[src/sba_pkg.sv]
// Shared types and constants for the slab bitmap allocator.
// Used by the channel interfaces, the allocator modules and the checker.
package sba_pkg;

	localparam int SLAB_CAP = 64;
	localparam int SLAB_W   = 6;
	localparam int SLOT_W   = 6;
	localparam int HANDLE_W = 12;
	localparam int SIU_W    = 7;

	localparam logic MODE_ALLOC = 1'b0;
	localparam logic MODE_FREE  = 1'b1;

	localparam logic [1:0] STAT_OK         = 2'd0;
	localparam logic [1:0] STAT_NO_SPACE   = 2'd1;
	localparam logic [1:0] STAT_BAD_HANDLE = 2'd2;

	typedef struct packed {
		logic                mode;
		logic [HANDLE_W-1:0] handle;
	} req_t;

	typedef struct packed {
		logic [HANDLE_W-1:0] slot_handle;
		logic [1:0]          status;
	} rsp_t;

	typedef struct packed {
		logic              found;
		logic [SLAB_W-1:0] idx;
	} ffs_res_t;

	typedef struct packed {
		logic              rd_en;
		logic [SLAB_W-1:0] rd_addr;
		logic              wr_en;
		logic [SLAB_W-1:0] wr_addr;
	} ram_ctl_t;

endpackage

[src/sba_ffs.sv]
// Shared find-first-set unit with a registered result.
// Depends on sba_pkg; serves both the free-slot and the open-slab search.
module sba_ffs (
	input  logic                           clk,
	input  logic                           arst_n,
	input  logic                           load,
	input  logic [sba_pkg::SLAB_CAP-1:0]   vec,
	output sba_pkg::ffs_res_t              res
);
	import sba_pkg::*;

	ffs_res_t res_c;
	ffs_res_t res_q;

	always_comb begin
		res_c = '0;
		for (int i = SLAB_CAP - 1; i >= 0; i--) begin
			if (vec[i]) begin
				res_c.found = 1'b1;
				res_c.idx   = SLAB_W'(i);
			end
		end
	end

	always_ff @(posedge clk or negedge arst_n) begin
		if (!arst_n) begin
			res_q <= '0;
		end else if (load) begin
			res_q <= res_c;
		end
	end

	assign res = res_q;

endmodule

[config.mk]
export PLATFORM = sky130hd
export DESIGN_NAME = sba_ffs
export DESIGN_NICKNAME = d
export VERILOG_FILES = /design/src/sba_pkg.sv /design/src/sba_ffs.sv
export SDC_FILE = /design/constraint.sdc
export NUM_CORES = 1
export LEC_CHECK = 0
export BUFFER_PORTS_ARGS = -buffer_cell sky130_fd_sc_hd__buf_2
export CAP_MARGIN = 20
export CORE_MARGIN = 2
export CORE_UTILIZATION = 37
export CTS_CLUSTER_SIZE = 24
export DETAILED_ROUTE_END_ITERATION = 10
export GPL_ROUTABILITY_DRIVEN = 0
export PLACE_DENSITY_LB_ADDON = 0.2
export SLEW_MARGIN = 10
export SYNTH_ARGS = -nofsm -noshare
export SYNTH_HDL_FRONTEND = slang
export SYNTH_SLANG_ARGS = --single-unit
[constraint.sdc]
create_clock -name clk -period 1 [get_ports clk]
set_input_delay 0.15 -clock clk [delete_from_list [all_inputs] [get_ports clk]]
set_output_delay 0.15 -clock clk [all_outputs]
set_load 0.02 [all_outputs]
==> results.toml <==
[die]
die_w_um = 57.4
die-area_um2 = 3300
start_util_pct = 38.6
core-area_um2 = 2730
die_y_um = 57.4
rows = 19
pin_count = 74

[timing]
fmax_ghz = 0.748
tightest_slew_ns = 0.514
holdWs_ns = 0.276
slew_headroom_pct = 65.4
finalCritPeriodShare_pct = 134
tns_ns = -1.23
setup_violations = 7
period_needed_ns = 1.34
fin_worst_skew_ns = 0
fin_ws_ns = -0.337
grt_setup_unrepaired = "yes"
hold_viol = 0
maxSlewViolCount = 0

[layout]
nNetsFinal = 374
syn_to_final_growth_pct = 134
fin_cells = 337
largest_reg_flops = 7
drive_gt1_share_pct = 61.8
fillers = 127
design_area_um2 = 2470
insertedDiodeCount = 0

[clock_tree]
cts.path.max_buffers = 2
cts.reportedPaths.clkPinSlew_ns = 0.05
cts_tree = "yes"
cts-buffers-inserted = 3
cts_htree_levels = 1
cts_root_buffer = "clkbuf_4"
cts_sinks = 7
clk_latency_ns = 0.24

[synth]
ys_top_cells_by_area = "dfrtp_1 17%, nor4_1 10%, nor2_1 10%"
synth-xor-area-share_pct = 0
synth.largest_area_cell = "dfrtp_1"
synth-simple-area-share_pct = 44.3
synth_top_family_by_area = "simple AND/OR/NAND/NOR gates"
yosys_warnings = 0
synth_seq_cells = 7
yosysMostFrequentCell = "nor2_1"
synth_compound_area_share_pct = 34.5
synth_edf_count = 0
synth_cells = 162
synth_nets = 229
yosys.area_share.adder_pct = 0
ys_top_cells_by_count = "28 x nor2_1, 17 x nor4_1, 14 x a21oi_1"
yosysTopAreaCellShare_pct = 16.6
ys.flop_type = "dfrtp_1"
synthMuxAreaShare_pct = 0
syn_avg_cell_area_um2 = 6.52
synthesis.area_um2 = 1060
async_flop_share_pct = 100
yosysSeqAreaShare_pct = 16.6
synthDistinctLibCells = 40

[setup_path]
critPathKind = "input pin to flop"
startpoint_type = "input pin"
r2r_cells = 4
worst_path_most_repeated_cell = "a21oi_1"
worstPathCellList = "buf_2 > or4_4 > a221oi_2 > o41ai_1 > a21oi_1 > o31ai_1 > a21oi_1"
cp_top_family = "compound AO/OA/AOI/OAI gates"
end_kind = "flop"
crit_buf_inv = 1
reg2reg_to = "res[0]$_DFFE_PN0P_"
crit_path_max_incr_delay_ns = 0.53
r2r_setup_slack_ns = -0.32
required_ns = 1.16
critPathSlowestCell = "or4_4"
r2r_start = "res[0]$_DFFE_PN0P_"
worst-path-max-fanout = 2
cp.arrival_ns = 1.50

[pwr]
ir_drop_mv = 0.602
p_leak_uw = 0.00107
power_density_nw_per_um2 = 544
finalPower_uw = 1340

[run_status]
status = "finished, violations left"
violations = "negative setup slack"

[worst_hold_path]
hold_path.class = "input pin to flop"
min_from = "load"
whs_endpoint = "res[5]$_DFFE_PN0P_"
min_path_cells = 3

[global_route]
grt_pass1_vias = 1842
grt_max_degree = 8
grt_pass1_wl_um = 7930
grt_antenna_before_repair = 0
grt_overflow = 0
grtUsageTotal_pct = 30.0

[drt]
drt_iter0_drc = 185
drc = 0
vias_per_cell = 6.18
vias = 2084
ant_nets = 0
firstDrtPassIters = 7
routed_wl_um = 6510
drt-wirelength-per-cell_um = 19.3

[placement]
dp.cells = 323
portBuffers = 73
hpwl_um = 3380
dpl_cell_area_um2 = 2010

[flow_run]
drv_cap = 0
worst reg2reg max path, cell delays in order (launching register included):
cell	delay [ns]
dfrtp_1	0.39
a21oi_1	0.20
o211ai_1	0.17
nor3_1	0.30
a21oi_1	0.12
cell usage in the layout (no fill, tap or decap), types with 2 or more instances in the layout:
master | synthesis | layout
buf_4 | 0 | 65
buf_2 | 0 | 58
nor2_1 | 28 | 21
a21oi_1 | 14 | 13
inv_1 | 12 | 12
nand2_1 | 13 | 11
nor4_4 | 1 | 11
buf_6 | 0 | 11
nor3_1 | 12 | 10
o21ai_0 | 8 | 7
dfrtp_1 | 7 | 7
nor2_4 | 0 | 5
buf_8 | 0 | 5
nor4_1 | 17 | 4
o31ai_1 | 6 | 4
nor4_2 | 0 | 3
nand2b_1 | 4 | 3
clkbuf_4 | 0 | 3
nor2_2 | 0 | 2
a211oi_2 | 0 | 2
nand3_1 | 5 | 2
o211ai_1 | 2 | 2
o2bb2ai_1 | 2 | 2
a221oi_1 | 2 | 2
a31oi_1 | 2 | 2
nand2_2 | 0 | 2
nand3_4 | 0 | 2
or2_4 | 0 | 2
o21ai_1 | 1 | 2
where the power goes:
group	internal, uW	total [uW]	switching (uW)
clock	152	246	94.0
sequential	293	302	8.34
combinational	387	797	411
total	832	1340	513
worst max-delay path by stage:
stage,from,endpoint,cells past startpoint
finish,vec[52],res[0]$_DFFE_PN0P_,7
global route,vec[52],res[0]$_DFFE_PN0P_,7
CTS,vec[52],res[0]$_DFFE_PN0P_,7
detailed placement,vec[52],res[0]$_DFFE_PN0P_,7
global placement,vec[52],res[0]$_DFFE_PN0P_,7
floorplan,vec[52],res[0]$_DFFE_PN0P_,6
area by class of cell:
type	instances	area, um^2	share of cell area, %
inverter	13	48.8	1.98
multi-input combinational	142	1190	48.3
tap	31	38.8	1.57
sequential	7	175	7.09
timing repair buffer	140	987	40.0
clock buffer	4	26.3	1.06
cell families after synthesis:
logic type	after synthesis
AND/OR/NAND/NOR	91
buffers and inverters	13
AO/OA/AOI/OAI	51
flip-flops	7
through the flow:
| step | utilization, % | worst slack (ns) |
|---|---|---|
| after floorplan | - | -0.303 |
| after global placement | 73.6 | -0.472 |
| after detailed placement | 73.6 | -0.537 |
| after CTS | 83.2 | -0.277 |
| after global routing | 90.3 | -0.359 |
| final | 90.3 | -0.337 |
layer usage:
layer	share of wire (%)	global-route usage, %
met5	0	0
met4	6.5	6.64
met3	6.4	0.680
met2	52	55.7
met1	36	38.4
repair_timing:
action,CTS,global route
buffers inserted,6,6
hold buffers,1,0
endpoints found under the setup margin,7,7
pin swaps,25,26
resized for setup,38,42
endpoints found under the hold margin,7,0
Note: power is estimated with default switching activity, not from simulation.
